`src/design/seq_numbered_frame_reassembler_defines.svh`:
```
// ---------------------------------------------------------------------------
// seq_numbered_frame_reassembler_defines.svh
// Assertion macros for the frame reassembler.
// ---------------------------------------------------------------------------
`ifndef SEQ_NUMBERED_FRAME_REASSEMBLER_DEFINES_SVH
`define SEQ_NUMBERED_FRAME_REASSEMBLER_DEFINES_SVH

`ifndef SYNTHESIS
`define SNFR_ASSERT(label, clk, rst_n, prop) \
    label: assert property (@(posedge clk) disable iff (!rst_n) (prop)) \
        else $error("snfr assertion failed");
`define SNFR_ASSERT_NEXT(label, clk, rst_n, ante, cons) \
    label: assert property (@(posedge clk) disable iff (!rst_n) (ante) |=> (cons)) \
        else $error("snfr assertion failed");
`else
`define SNFR_ASSERT(label, clk, rst_n, prop)
`define SNFR_ASSERT_NEXT(label, clk, rst_n, ante, cons)
`endif

`endif

```
`src/design/snfr_pkg.sv`:
```
// ---------------------------------------------------------------------------
// snfr_pkg
// Types and constants for the sequence-numbered frame reassembler.
// ---------------------------------------------------------------------------
package snfr_pkg;

    localparam int CFG_DATA_W   = 32;
    localparam int CFG_ADDR_W   = 3;
    localparam int FRAME_LEN_W  = 13;
    localparam int OFFSET_W     = 12;
    localparam int LOST_W       = 32;

    typedef enum logic [0:0] {
        REG_FRAME_LENGTH = 1'b0
    } reg_index_t;

    localparam logic [FRAME_LEN_W-1:0] FRAME_LENGTH_RESET = 13'd64;

    typedef struct packed {
        logic                 store_valid;
        logic [7:0]           data_byte;
        logic [OFFSET_W-1:0]  byte_offset;
        logic                 frame_done;
        logic                 frame_abort;
        logic [LOST_W-1:0]    lost_frame_count;
    } result_t;

endpackage

```
`src/design/seq_numbered_frame_reassembler.sv`:
```
// ---------------------------------------------------------------------------
// seq_numbered_frame_reassembler
// Rebuilds frames from index-numbered packets, one byte word per cycle.
// ---------------------------------------------------------------------------
// Takes one packet byte per cycle and returns one registered result word per
// byte. All per-byte state (expected index, stored count, skip flag, lost
// counter) is updated at input accept, so the block sustains one word per
// clock. An output register and a one-entry skid stage sit on the result
// side; in_ready drops only while the skid stage is full. frame_length lies
// at byte address 0 (APB); 0 acts as 1 and values above MAX_FRAME_BYTES act
// as MAX_FRAME_BYTES. Write it only while idle.
module seq_numbered_frame_reassembler #(
    parameter int MAX_FRAME_BYTES = 4096
) (
    input  logic                            clk,
    input  logic                            rst_n,
    input  logic                            psel,
    input  logic                            penable,
    input  logic                            pwrite,
    input  logic [snfr_pkg::CFG_ADDR_W-1:0] paddr,
    input  logic [snfr_pkg::CFG_DATA_W-1:0] pwdata,
    output logic [snfr_pkg::CFG_DATA_W-1:0] prdata,
    output logic                            pready,
    input  logic                            in_valid,
    output logic                            in_ready,
    input  logic [7:0]                      byte_value,
    input  logic                            packet_start,
    input  logic                            packet_end,
    output logic                            out_valid,
    input  logic                            out_ready,
    output logic                            store_valid,
    output logic [7:0]                      data_byte,
    output logic [snfr_pkg::OFFSET_W-1:0]   byte_offset,
    output logic                            frame_done,
    output logic                            frame_abort,
    output logic [snfr_pkg::LOST_W-1:0]     lost_frame_count
);
    import snfr_pkg::*;

`include "seq_numbered_frame_reassembler_defines.svh"

    localparam int LEN_W = $clog2(MAX_FRAME_BYTES + 1);

    logic [FRAME_LEN_W-1:0] frame_length_reg;
    logic [7:0]             expected_index_reg;
    logic [LEN_W-1:0]       stored_count_reg;
    logic                   skip_packet_reg;
    logic                   packet_has_data_reg;
    logic [LOST_W-1:0]      lost_count_reg;

    logic [7:0]             expected_index_next;
    logic [LEN_W-1:0]       stored_count_next;
    logic                   skip_packet_next;
    logic                   packet_has_data_next;
    logic [LOST_W-1:0]      lost_count_next;

    result_t                out_reg;
    result_t                skid_reg;
    logic                   out_valid_reg;
    logic                   skid_full_reg;
    result_t                res;

    logic                   cfg_write;
    logic                   in_acc;
    logic [31:0]            len_ext;
    logic [LEN_W-1:0]       eff_len;
    logic [31:0]            offs_ext;
    logic [1:0]             lost_inc;

    // configuration port
    assign pready    = 1'b1;
    assign prdata    = CFG_DATA_W'(frame_length_reg);
    assign cfg_write = psel && penable && pwrite
                       && (paddr[2] == REG_FRAME_LENGTH);

    always_comb
    begin
        len_ext = 32'(frame_length_reg);
        if (len_ext == 32'd0)
        begin
            len_ext = 32'd1;
        end
        else if (len_ext > 32'(MAX_FRAME_BYTES))
        begin
            len_ext = 32'(MAX_FRAME_BYTES);
        end
        eff_len = len_ext[LEN_W-1:0];
    end

    assign in_ready = !skid_full_reg;
    assign in_acc   = in_valid && in_ready;

    // per-byte state update
    always_comb
    begin
        expected_index_next  = expected_index_reg;
        stored_count_next    = stored_count_reg;
        skip_packet_next     = skip_packet_reg;
        packet_has_data_next = packet_has_data_reg;
        lost_inc             = 2'd0;
        res                  = '0;
        offs_ext             = 32'(stored_count_reg);

        if (packet_start)
        begin
            skip_packet_next     = 1'b0;
            packet_has_data_next = 1'b0;
            if (byte_value != expected_index_reg)
            begin
                if (stored_count_reg != '0)
                begin
                    lost_inc        = lost_inc + 2'd1;
                    res.frame_abort = 1'b1;
                end
                stored_count_next   = '0;
                expected_index_next = 8'd0;
                if (byte_value != 8'd0)
                begin
                    lost_inc         = lost_inc + 2'd1;
                    skip_packet_next = 1'b1;
                end
            end
        end
        else if (!skip_packet_reg)
        begin
            packet_has_data_next = 1'b1;
            if (stored_count_reg < eff_len)
            begin
                res.store_valid   = 1'b1;
                res.data_byte     = byte_value;
                res.byte_offset   = offs_ext[OFFSET_W-1:0];
                stored_count_next = stored_count_reg + LEN_W'(1);
            end
        end

        if (packet_end)
        begin
            if (!skip_packet_next)
            begin
                if (packet_has_data_next)
                begin
                    expected_index_next = expected_index_next + 8'd1;
                end
                if (stored_count_next == eff_len)
                begin
                    res.frame_done      = 1'b1;
                    stored_count_next   = '0;
                    expected_index_next = 8'd0;
                end
            end
            skip_packet_next     = 1'b0;
            packet_has_data_next = 1'b0;
        end

        lost_count_next      = lost_count_reg + LOST_W'(lost_inc);
        res.lost_frame_count = lost_count_next;
    end

    always_ff @(posedge clk or negedge rst_n)
    begin
        if (!rst_n)
        begin
            frame_length_reg    <= FRAME_LENGTH_RESET;
            expected_index_reg  <= 8'd0;
            stored_count_reg    <= '0;
            skip_packet_reg     <= 1'b0;
            packet_has_data_reg <= 1'b0;
            lost_count_reg      <= '0;
            out_valid_reg       <= 1'b0;
            skid_full_reg       <= 1'b0;
        end
        else
        begin
            if (cfg_write)
            begin
                frame_length_reg <= pwdata[FRAME_LEN_W-1:0];
            end
            if (in_acc)
            begin
                expected_index_reg  <= expected_index_next;
                stored_count_reg    <= stored_count_next;
                skip_packet_reg     <= skip_packet_next;
                packet_has_data_reg <= packet_has_data_next;
                lost_count_reg      <= lost_count_next;
            end
            if (out_ready || !out_valid_reg)
            begin
                if (skid_full_reg)
                begin
                    out_valid_reg <= 1'b1;
                    skid_full_reg <= 1'b0;
                end
                else
                begin
                    out_valid_reg <= in_acc;
                end
            end
            else if (in_acc)
            begin
                skid_full_reg <= 1'b1;
            end
        end
    end

    // result payload, no reset needed
    always_ff @(posedge clk)
    begin
        if (out_ready || !out_valid_reg)
        begin
            if (skid_full_reg)
            begin
                out_reg <= skid_reg;
            end
            else if (in_acc)
            begin
                out_reg <= res;
            end
        end
        else if (in_acc)
        begin
            skid_reg <= res;
        end
    end

    assign out_valid        = out_valid_reg;
    assign store_valid      = out_reg.store_valid;
    assign data_byte        = out_reg.data_byte;
    assign byte_offset      = out_reg.byte_offset;
    assign frame_done       = out_reg.frame_done;
    assign frame_abort      = out_reg.frame_abort;
    assign lost_frame_count = out_reg.lost_frame_count;

    `SNFR_ASSERT(a_skid_implies_out, clk, rst_n, !skid_full_reg || out_valid_reg)
    `SNFR_ASSERT(a_abort_no_store, clk, rst_n, !(out_valid_reg && out_reg.frame_abort && out_reg.store_valid))
    `SNFR_ASSERT_NEXT(a_lost_hold, clk, rst_n, !in_acc, lost_count_reg == $past(lost_count_reg))

endmodule

```
`config.mk`:
```
export PLATFORM = sky130hd
export DESIGN_NAME = seq_numbered_frame_reassembler
export DESIGN_NICKNAME = d
export VERILOG_FILES = /design/src/design/snfr_pkg.sv /design/src/design/seq_numbered_frame_reassembler.sv
export VERILOG_INCLUDE_DIRS = /design/src /design/src/design
export SDC_FILE = /design/constraint.sdc
export NUM_CORES = 1
export LEC_CHECK = 0
export ABC_AREA = 1
export CAP_MARGIN = 10
export CORE_MARGIN = 2
export CORE_UTILIZATION = 25
export CTS_CLUSTER_DIAMETER = 120
export CTS_CLUSTER_SIZE = 40
export DETAILED_ROUTE_END_ITERATION = 10
export DONT_BUFFER_PORTS = 1
export PLACE_DENSITY = 0.46
export SYNTH_ARGS = -nofsm -noshare
export SYNTH_HDL_FRONTEND = slang
export SYNTH_SLANG_ARGS = --single-unit
```
`constraint.sdc`:
```
create_clock -name clk -period 5.1 [get_ports clk]
set_clock_uncertainty 0.2 [all_clocks]
set_input_delay 1.02 -clock clk [delete_from_list [all_inputs] [get_ports clk]]
set_output_delay 1.02 -clock clk [all_outputs]
set_load 0.03 [all_outputs]
```
### Word-level counts from Yosys, hierarchy flattened

Index checks and enable logic that the tools add are counted.

* bits of input ports: 52
* logic and storage cells: 86
* bits in registers: 180

* multiplexer cells: 42
* reduce and logical (&&, ||, !) cells: 14
* magnitude comparators: 2
* bitwise gates (word level): 2
* equality and inequality tests: 2
* $add $sub $neg: 4

Operators by type and width (number)
* 13-bit 2-to-1 mux: 9
* 55-bit 2-to-1 mux: 2
* 21-bit 2-to-1 mux: 3
* 8-bit 2-to-1 mux: 6
* 32-bit by 2-bit adder with 32-bit output: 1
* 1-bit 2-to-1 mux: 17
* 13-bit by 1-bit adder with 13-bit output, second input constant: 1
* 13-bit equality test: 1
* 13-bit > comparator, second input constant: 1
* 13-bit logical NOT: 1
* 13-bit less-than comparator: 1
* 13-bit nonzero test: 1
* 2-bit 2-to-1 mux: 5
* 8-bit by 1-bit adder with 8-bit output, second input constant: 1
* 8-bit inequality test: 1
* 8-bit nonzero test: 1
* 1-bit logical AND: 4
* 2-bit AND reduction: 2
* 2-bit nonzero test: 2
* 2-bit by 1-bit adder with 2-bit output, second input constant: 1
* 1-bit logical NOT: 2
* 1-bit NOT: 2
* 1-bit logical OR: 1

### Logic depth before layout (Yosys ltp)

Gate-level depths: netlist of run 1.

* depth in word-level cells: 13
* depth in mapped cells: 26
* depth with buffers taken out: 25

### Worst setup path after synthesis of run 1

OpenSTA, ideal clock, no wires.

* path type: input port to flip-flop
* from: in byte_value[0]
* to: reg out_reg (netlist bit lost_frame_count[30]), data pin
* setup slack: 0.595 ns
* arrival: 4.052 ns
* stages: 21
* setup time: 0.253 ns
* path buffers: 0
* cells stage by stage: nor4_1 > nand2_1 > ha_1 > inv_1 > nor2_1 > ha_1 > inv_1 > fa_1 > nor3_2 > nand3_1 > nor2_2 > nand3_2 > nor2_4 > nand3_1 > nor3_2 > nand4_1 > nor3_2 > nand2_1 > xor2_1 > nand2_1 > nand2_1

* longest elaborated chain between the ends: 7
* elaborated cells between the ends (all ways): 8
* classes of those cells: add/sub: 1; eq/ne: 1; mux: 5; reduce/logical: 1

Ends and longest elaborated chain
* from (decl): RTL line seq_numbered_frame_reassembler.sv:26 `input logic [7:0] byte_value,`
* 8-bit nonzero test: RTL line seq_numbered_frame_reassembler.sv:117 `if (byte_value != 8'd0)`
* 2-bit 2-to-1 mux: RTL line seq_numbered_frame_reassembler.sv:117
* 2-bit 2-to-1 mux (*): RTL line seq_numbered_frame_reassembler.sv:108 `if (byte_value != expected_index_reg)`
* 2-bit 2-to-1 mux (*): RTL line seq_numbered_frame_reassembler.sv:104 `if (packet_start)`
* 32-bit by 2-bit adder with 32-bit output (*): RTL line seq_numbered_frame_reassembler.sv:155 `lost_count_next = lost_count_reg + LOST_W'(lost_inc);`
* via lost_count_next[30]: RTL line seq_numbered_frame_reassembler.sv:55 `logic [LOST_W-1:0] lost_count_next;`
* 55-bit 2-to-1 mux (*): RTL line seq_numbered_frame_reassembler.sv:214 `else if (in_acc)`
* 55-bit 2-to-1 mux (*): RTL line seq_numbered_frame_reassembler.sv:210 `if (skid_full_reg)`
* to (signal assigned): RTL line seq_numbered_frame_reassembler.sv:212 `out_reg <= skid_reg;`
* to (signal assigned): RTL line seq_numbered_frame_reassembler.sv:216 `out_reg <= res;`
* to (decl): RTL line seq_numbered_frame_reassembler.sv:57 `result_t out_reg;`

The timed path passes the listed nets; every way through them passes the cells marked *. The select of a mux whose other input is x is not followed.
A chain may end at the register's enable or synchronous reset.

### Worst setup path after layout of run 1

* from: reg stored_count_reg[0]
* to: reg out_reg (netlist bit lost_frame_count[30]), data pin

* longest elaborated chain between the ends: 11

Ends and longest elaborated chain
* from (decl): RTL line seq_numbered_frame_reassembler.sv:46 `logic [LEN_W-1:0] stored_count_reg;`
* from (signal assigned): RTL line seq_numbered_frame_reassembler.sv:181 `stored_count_reg <= stored_count_next;`
* 13-bit nonzero test (*): RTL line seq_numbered_frame_reassembler.sv:110 `if (stored_count_reg != '0)`
* 1-bit 2-to-1 mux (*): RTL line seq_numbered_frame_reassembler.sv:110
* 2-bit 2-to-1 mux (*): RTL line seq_numbered_frame_reassembler.sv:108
* 2-bit 2-to-1 mux (*): RTL line seq_numbered_frame_reassembler.sv:104
* 2-bit by 1-bit adder with 2-bit output: RTL line seq_numbered_frame_reassembler.sv:119 `lost_inc = lost_inc + 2'd1;`
* 2-bit 2-to-1 mux (*): RTL line seq_numbered_frame_reassembler.sv:117
* 2-bit 2-to-1 mux (*): RTL line seq_numbered_frame_reassembler.sv:108
* 2-bit 2-to-1 mux (*): RTL line seq_numbered_frame_reassembler.sv:104
* 32-bit by 2-bit adder with 32-bit output (*): RTL line seq_numbered_frame_reassembler.sv:155
* via lost_count_next[30]: RTL line seq_numbered_frame_reassembler.sv:55
* 55-bit 2-to-1 mux (*): RTL line seq_numbered_frame_reassembler.sv:214
* 55-bit 2-to-1 mux (*): RTL line seq_numbered_frame_reassembler.sv:210

Marks and branches as above.

==> results of run 1 <==
critical path, cell delays in order (launching register included):
cell	delay [ps]
dfrtp_1	450
inv_1	180
ha_1	180
nand2_1	70
nor3_2	200
nand3_1	130
ha_1	310
inv_1	40
nor2_1	150
ha_1	210
inv_1	60
fa_1	420
nor3_2	280
nand3_1	170
nor2_2	180
nand3_2	130
nor2_4	120
nand3_1	100
nor3_2	170
nand4_1	130
nor3_2	200
nand2_1	100
xor2_1	170
nand2_1	70
nand2_1	50
per-stage QoR:
stage          TNS (ps)  cells  util [%]  hold WS [ps]  worst slack (ps)
4_1_cts               0   1547      28.6          46.1               298
3_3_place_gp          0   1515      26.9           275              10.6
2_1_floorplan         0   1078         -           259               595
5_1_grt               0   1547      28.6          34.0              44.2
6_report              0   1547      28.6          62.3               422
3_5_place_dp      -57.2   1515      26.9           287             -57.2
area by class of cell:
class / count / area [um^2] / area share [%]
Multi-Input combinational cell: 742 / 3720 / 35.4
Sequential cell: 180 / 5060 / 48.0
Tap cell: 468 / 586 / 5.56
Inverter: 107 / 402 / 3.82
Timing Repair Buffer: 18 / 135 / 1.28
Clock inverter: 15 / 199 / 1.89
Clock buffer: 17 / 425 / 4.04
cells in the mapped netlist, drive strengths merged (19+ instances only):
library cell / n / area, um^2
nand2: 353 / 1350
edfxtp: 110 / 3300
inv: 106 / 398
nor2: 98 / 418
dfrtp: 69 / 1730
o21ai: 64 / 320
nand3: 45 / 245
a21oi: 30 / 154
buf: 29 / 214
xor2: 29 / 254
nand4: 24 / 165
clkbuf: 19 / 71.3
ha: 19 / 238
worst max path at each step:
stage / start / endpoint / slack, ps
5_1_grt: stored_count_reg[0]$_DFFE_PN0P_ / lost_frame_count[30]$_DFFE_PP_ / 40
4_1_cts: stored_count_reg[0]$_DFFE_PN0P_ / lost_frame_count[30]$_DFFE_PP_ / 300
3_3_place_gp: byte_value[0] / lost_frame_count[30]$_DFFE_PP_ / 10
3_5_place_dp: byte_value[4] / lost_frame_count[30]$_DFFE_PP_ / -60
6_report: stored_count_reg[0]$_DFFE_PN0P_ / lost_frame_count[30]$_DFFE_PP_ / 420
2_1_floorplan: byte_value[0] / lost_frame_count[30]$_DFFE_PP_ / 600
cells by family (layout without fill, tap and decap cells):
family | Yosys count | after routing
buffers and inverters | 156 | 157
AOI/OAI and AO/OA | 104 | 104
other | 2 | 20
muxes | 11 | 11
and+or+nand+nor | 554 | 554
DFF | 180 | 180
adders and majority gates | 20 | 20
xor gates and xnor gates | 33 | 33
per-layer routing:
layer / vias up / GRT usage (%) / routed length [um]
li1: 3449 / - / -
met1: 3209 / 16.8 / 11200
met2: 141 / 20.7 / 11200
met3: 28 / 3.01 / 976
met4: 0 / 3.29 / 357
met5: - / 0 / 0
timing repair:
item / in CTS / in global routing
setup endpoints to repair: 0 / 1
hold buffers: 0 / 0
gates resized for setup: 0 / 1
power groups by stage:
| stage | registers (mW) | logic [mW] | clock network [mW] |
|---|---|---|---|
| 2_1_floorplan | 2.04 | 0.560 | 0 |
| 3_3_place_gp | 2.08 | 0.728 | 0 |
| 3_5_place_dp | 2.08 | 0.735 | 0 |
| 4_1_cts | 2.05 | 0.738 | 1.42 |
| 5_1_grt | 2.07 | 0.846 | 1.47 |
| 6_report | 2.04 | 0.730 | 1.38 |
==> summary.md, run 1 <==
| Metric | Value |
|---|---|
| Worst R2R Path Depth | `24` |
| Vias in the first global route | `6712` |
| Relative slew slack | `47.1%` |
| Run status | `finished clean` |
| Maximum vdd drop | `0.240 mV` |
| Mux contribution to synthesized area | `about 1.3%` |
| Largest net degree at the start of global routing | `71` |
| Clock tree buffer depth | `2` |
| Mapped Area | `0.00939 mm^2` |
| Sw Pwr | `between 1 and 1.5 mW` |
| Reg-to-reg setup timing slack | `~420 ps` |
| Number of flops mapped to enable cells by yosys | `110` |
| R2r startpoint | `stored_count_reg[0]$_DFFE_PN0P_` |
| Filler cells | `3891` |
| Initial antenna violation count | `0` |
| CP required | `5100 ps` |
| GRT Overall Usage | `12.7%` |
| FMAX | `between 0.2 and 0.25 GHz` |
| Simple-Gate Fraction of Synth Area | `between 20% and 30%` |
| Tot Pwr | `4.15 mW` |
| Clock-pin slew on the worst setup and hold paths | `80 ps` |
| Design area | `around 0.011 mm^2` |
| Clock share of power | `33.2%` |
| Endpoints failing setup | `0` |
| Synth warn | `0` |
| Fin nets | `1138` |
| Grt ovf | `0` |
| DRC viols | `0` |
| XOR/XNOR share of the synthesized area | `3.08%` |
| Max reg flops | `55` |
| Die ar. | `0.0391 mm^2` |
| Starting DRT DRC Count | `436` |
| HPWL reported at the end of detailed placement | `16800 um` |
| Die X | `between 150 and 200 um` |
| IO Pins | `142` |
| Main combinational cell family by area after synthesis | `simple AND/OR/NAND/NOR gates` |
| Slew Viols, Final | `0` |
| Leak | `roughly 4.5 nW` |
| Area post-placement | `between 0.009 and 0.01 mm^2` |
| Sequential area share after synthesis | `53.9%` |
| Synth Area in Compound Gates | `5.84%` |
| Crit path DAT | `4680 ps` |
| Adder-Cell Fraction of Synth Area | `between 2 and 3%` |
| Slew of the pin with the lowest slew margin | `794 ps` |
| Unrepaired setup endpoints after global routing | `no` |
| Drt wl/cell | `15.4 um` |
| Core ar. | `0.0368 mm^2` |
| Crit Path Category | `reg2reg` |
| Synth async-reset ratio | `38.9%` |
| Maxcap violations | `0` |
| Starting Density | `between 20% and 30%` |
| Minimum clock period | `4680 ps` |
| Final Cycle Share | `91.7%` |
| CTS buffer count | `17` |
| Switching share of power | `35.7%` |
| Unique cell type count in the Yosys netlist | `44` |
| Type of the tightest min-delay check | `in2async` |
| Cell Rows | `70` |
| RD Place Congestion | `around 0.84` |
| Max FO, Critical Path | `5` |
| Power share of the sequential group | `49.2%` |
| Ant. Diodes | `0` |
| Syn Area/Cell | `8.86 um^2` |
| Hold Fails Final Rpt | `0` |
| H-tree level count | `4` |
| Vias | `6827` |
| Worst-skew pair later-pin latency | `450 ps` |
| Layout cells sized above 1 | `9.08%` |
| Pint | `2.67 mW` |
| CP endpoint kind | `register` |
| Power per cell area | `394 mW/mm^2` |
| Yosys reg bits | `180` |
| Floorplan die height | `~200 um` |
| CTS tree | `yes` |
| Comb pwr share | `17.6%` |
| TritonCTS sink count | `180` |
| Area grow syn2layout | `12.1%` |
| Main synth FF type | `edfxtp_1` |
| First-pass detailed-route iteration total | `5` |
| CP Launch Type | `register` |
| Root buffer cell | `clkbuf_16` |
| RR Endpoint | `lost_frame_count[30]$_DFFE_PP_` |
| Port Buffer Count | `0` |
| Post-DR vias/cell | `around 4.4` |
| First-pass GRT wire length | `roughly 38000 um` |
| Most common cell after layout, fill and taps aside | `nand2_1` |
| ANT nets after route | `0` |
| Setup Fix Bufs, Post-CTS | `0` |
| Most frequent cells in the layout | `346 x nand2_1, 110 x edfxtp_1, 104 x inv_1` |
| Total Wirelength | `approximately 24000 um` |
| Post-Syn Instances | `about 1.1k` |
(Power assumes the default switching activity.)
==> run 2: changes to the inputs <==
--- a/config.mk
+++ b/config.mk
@@ -8,6 +8,7 @@
 export LEC_CHECK = 0
 export ABC_AREA = 1
 export CAP_MARGIN = 10
+export CORE_ASPECT_RATIO = 2
 export CORE_MARGIN = 2
 export CORE_UTILIZATION = 25
 export CTS_CLUSTER_DIAMETER = 120
==> summary.md, run 2 (synthesis gave the netlist of run 1 again) <==
| Metric | Value |
|---|---|
| Run status | `finished clean` |
| Vias | `6954` |
| Port Buffer Count | `0` |
| Crit Path Category | `reg2reg` |
| CP endpoint kind | `register` |
| Leak | `approximately 4.5 nW` |
| Clock tree buffer depth | `2` |
| Ant. Diodes | `0` |
| Crit path DAT | `4580 ps` |
| Slew Viols, Final | `0` |
| IO Pins | `142` |
| TritonCTS sink count | `180` |
| First-pass GRT wire length | `40200 um` |
| GRT Overall Usage | `13.8%` |
| Root buffer cell | `clkbuf_16` |
| Minimum clock period | `roughly 4600 ps` |
| Fin nets | `1147` |
| Max FO, Critical Path | `5` |
| FMAX | `0.219 GHz` |
| Grt ovf | `0` |
| Most frequent cells in the layout | `346 x nand2_1, 110 x edfxtp_1, 104 x inv_1` |
| Drt wl/cell | `17.1 um` |
| Post-layout util | `28.3%` |
| Layout cells sized above 1 | `9.56%` |
| Total Wirelength | `26500 um` |
| ANT nets after route | `0` |
| Setup Total Neg Slack | `0 ps` |
| Area grow syn2layout | `12.1%` |
| Reg-to-reg setup timing slack | `530 ps` |
| RD Place Congestion | `approximately 0.86` |
| Core ar. | `0.0372 mm^2` |
| RR Endpoint | `lost_frame_count[30]$_DFFE_PP_` |
| Unrepaired setup endpoints after global routing | `no` |
| Relative slew slack | `just under 30%` |
| Worst R2R Path Depth | `24` |
| Starting Density | `25.3%` |
| DRC viols | `0` |
| Die ar. | `0.0392 mm^2` |
| Initial antenna violation count | `1` |
| CTS buffer count | `17` |
| CP Launch Point | `stored_count_reg[0]$_DFFE_PN0P_` |
| H-tree level count | `4` |
| Most common cell after layout, fill and taps aside | `nand2_1` |
| Switching share of power | `34.2%` |
| HPWL reported at the end of detailed placement | `approximately 19000 um` |
| Worst-skew pair later-pin latency | `450 ps` |
| Max reg flops | `between 50 and 60` |
| R2r startpoint | `stored_count_reg[0]$_DFFE_PN0P_` |
| Slew of the pin with the lowest slew margin | `1060 ps` |
| Power per cell area | `390 mW/mm^2` |
| First-pass detailed-route iteration total | `5` |
| Maxcap violations | `0` |
| Endpoints failing setup | `0` |
| Design area | `0.0105 mm^2` |
| Power share of the sequential group | `49.1%` |
| Cell Rows | `100` |
| CP required | `~5100 ps` |
| Worst Setup EP | `lost_frame_count[30]$_DFFE_PP_` |
| Vias in the first global route | `a little over 7k` |
| Pint | `around 2.7 mW` |
| CP Launch Type | `register` |
| CTS Hold Bufs | `0` |
| Comb pwr share | `a little under a fifth` |
| Type of the tightest min-delay check | `in2async` |
| Floorplan die height | `~280 um` |
| DP Cell Count | `1515` |
| Maximum vdd drop | `0.245 mV` |
| Largest net degree at the start of global routing | `71` |
| Clock share of power | `32.0%` |
| Sw Pwr | `1.40 mW` |
| Clock-pin slew on the worst setup and hold paths | `around 70 ps` |
| Die X | `about 140 um` |
| Non-filler cells in the finished layout | `1547` |
| CTS tree | `yes` |
| Post-DR vias/cell | `about 4.5` |
| Area post-placement | `0.00995 mm^2` |
| Hold Fails Final Rpt | `0` |
| Final Cycle Share | `89.5%` |
| Starting DRT DRC Count | `~260` |
## run 2: cell count changes in the layout (fill, tap and decap cells not counted), sizes merged
cell	previous run	this run
clkbuf	17	21
clkinv	8	3
clkinvlp	0	3
inv	114	111
buf	18	27
bufinv	0	1
## run 2: timing repair
| action | CTS | global route |
|---|---|---|
| buffers inserted | 0 | 0 |
| setup endpoints to repair | 0 | 2 |
| resized for setup | 0 | 1 |
## run 2: layout make-up
class                           count  area, um^2
Fill cell                        3943       26600
Sequential cell                   180        5060
Multi-Input combinational cell    742        3720
Tap cell                          459         574
Clock buffer                       21         450
Inverter                          107         402
Timing Repair Buffer               27         203
Clock inverter                     11         116
## run 2: power by group through the flow
stage | Combinational, mW | Sequential (mW) | Clock [mW]
6_report | 0.778 | 2.02 | 1.31
2_1_floorplan | 0.560 | 2.04 | 0
3_5_place_dp | 0.799 | 2.06 | 0
5_1_grt | 0.891 | 2.04 | 1.41
4_1_cts | 0.804 | 2.02 | 1.38
3_3_place_gp | 0.789 | 2.05 | 0
## run 2: worst min-delay path by stage
stage	end	slack, ps
floorplan	lost_count_reg[0]$_DFFE_PN0P_	260
global placement	lost_count_reg[0]$_DFFE_PN0P_	280
detailed placement	lost_count_reg[0]$_DFFE_PN0P_	290
CTS	stored_count_reg[0]$_DFFE_PN0P_	20
global route	stored_count_reg[3]$_DFFE_PN0P_	20
finish	stored_count_reg[3]$_DFFE_PN0P_	60
## run 2: per-stage QoR
stage | worst slack (ps) | hold slack, ps | power (mW)
2_1_floorplan | 595 | 259 | 2.60
3_3_place_gp | 69.8 | 277 | 2.84
3_5_place_dp | 68.5 | 286 | 2.85
4_1_cts | 280 | 24.7 | 4.20
5_1_grt | 65.3 | 23.7 | 4.34
6_report | 535 | 58.4 | 4.11
## run 2: layer usage
metal	routed length, um	global-route usage, %
met1	8940	12.5
met2	15400	27.5
met3	871	2.80
met4	1250	7.77
met5	13	0
## run 2: worst max-delay path, stage by stage, from the launching register on
cell and delay (ps):
dfrtp_1 440, inv_1 180, ha_1 180, nand2_1 60
nor3_2 210, nand3_1 130, ha_1 310, inv_1 30
nor2_1 120, ha_1 190, inv_1 50, fa_1 420
nor3_2 240, nand3_1 150, nor2_2 160, nand3_2 120
nor2_4 130, nand3_1 110, nor3_2 160, nand4_1 120
nor3_2 180, nand2_1 130, xor2_1 180, nand2_1 70
nand2_1 50
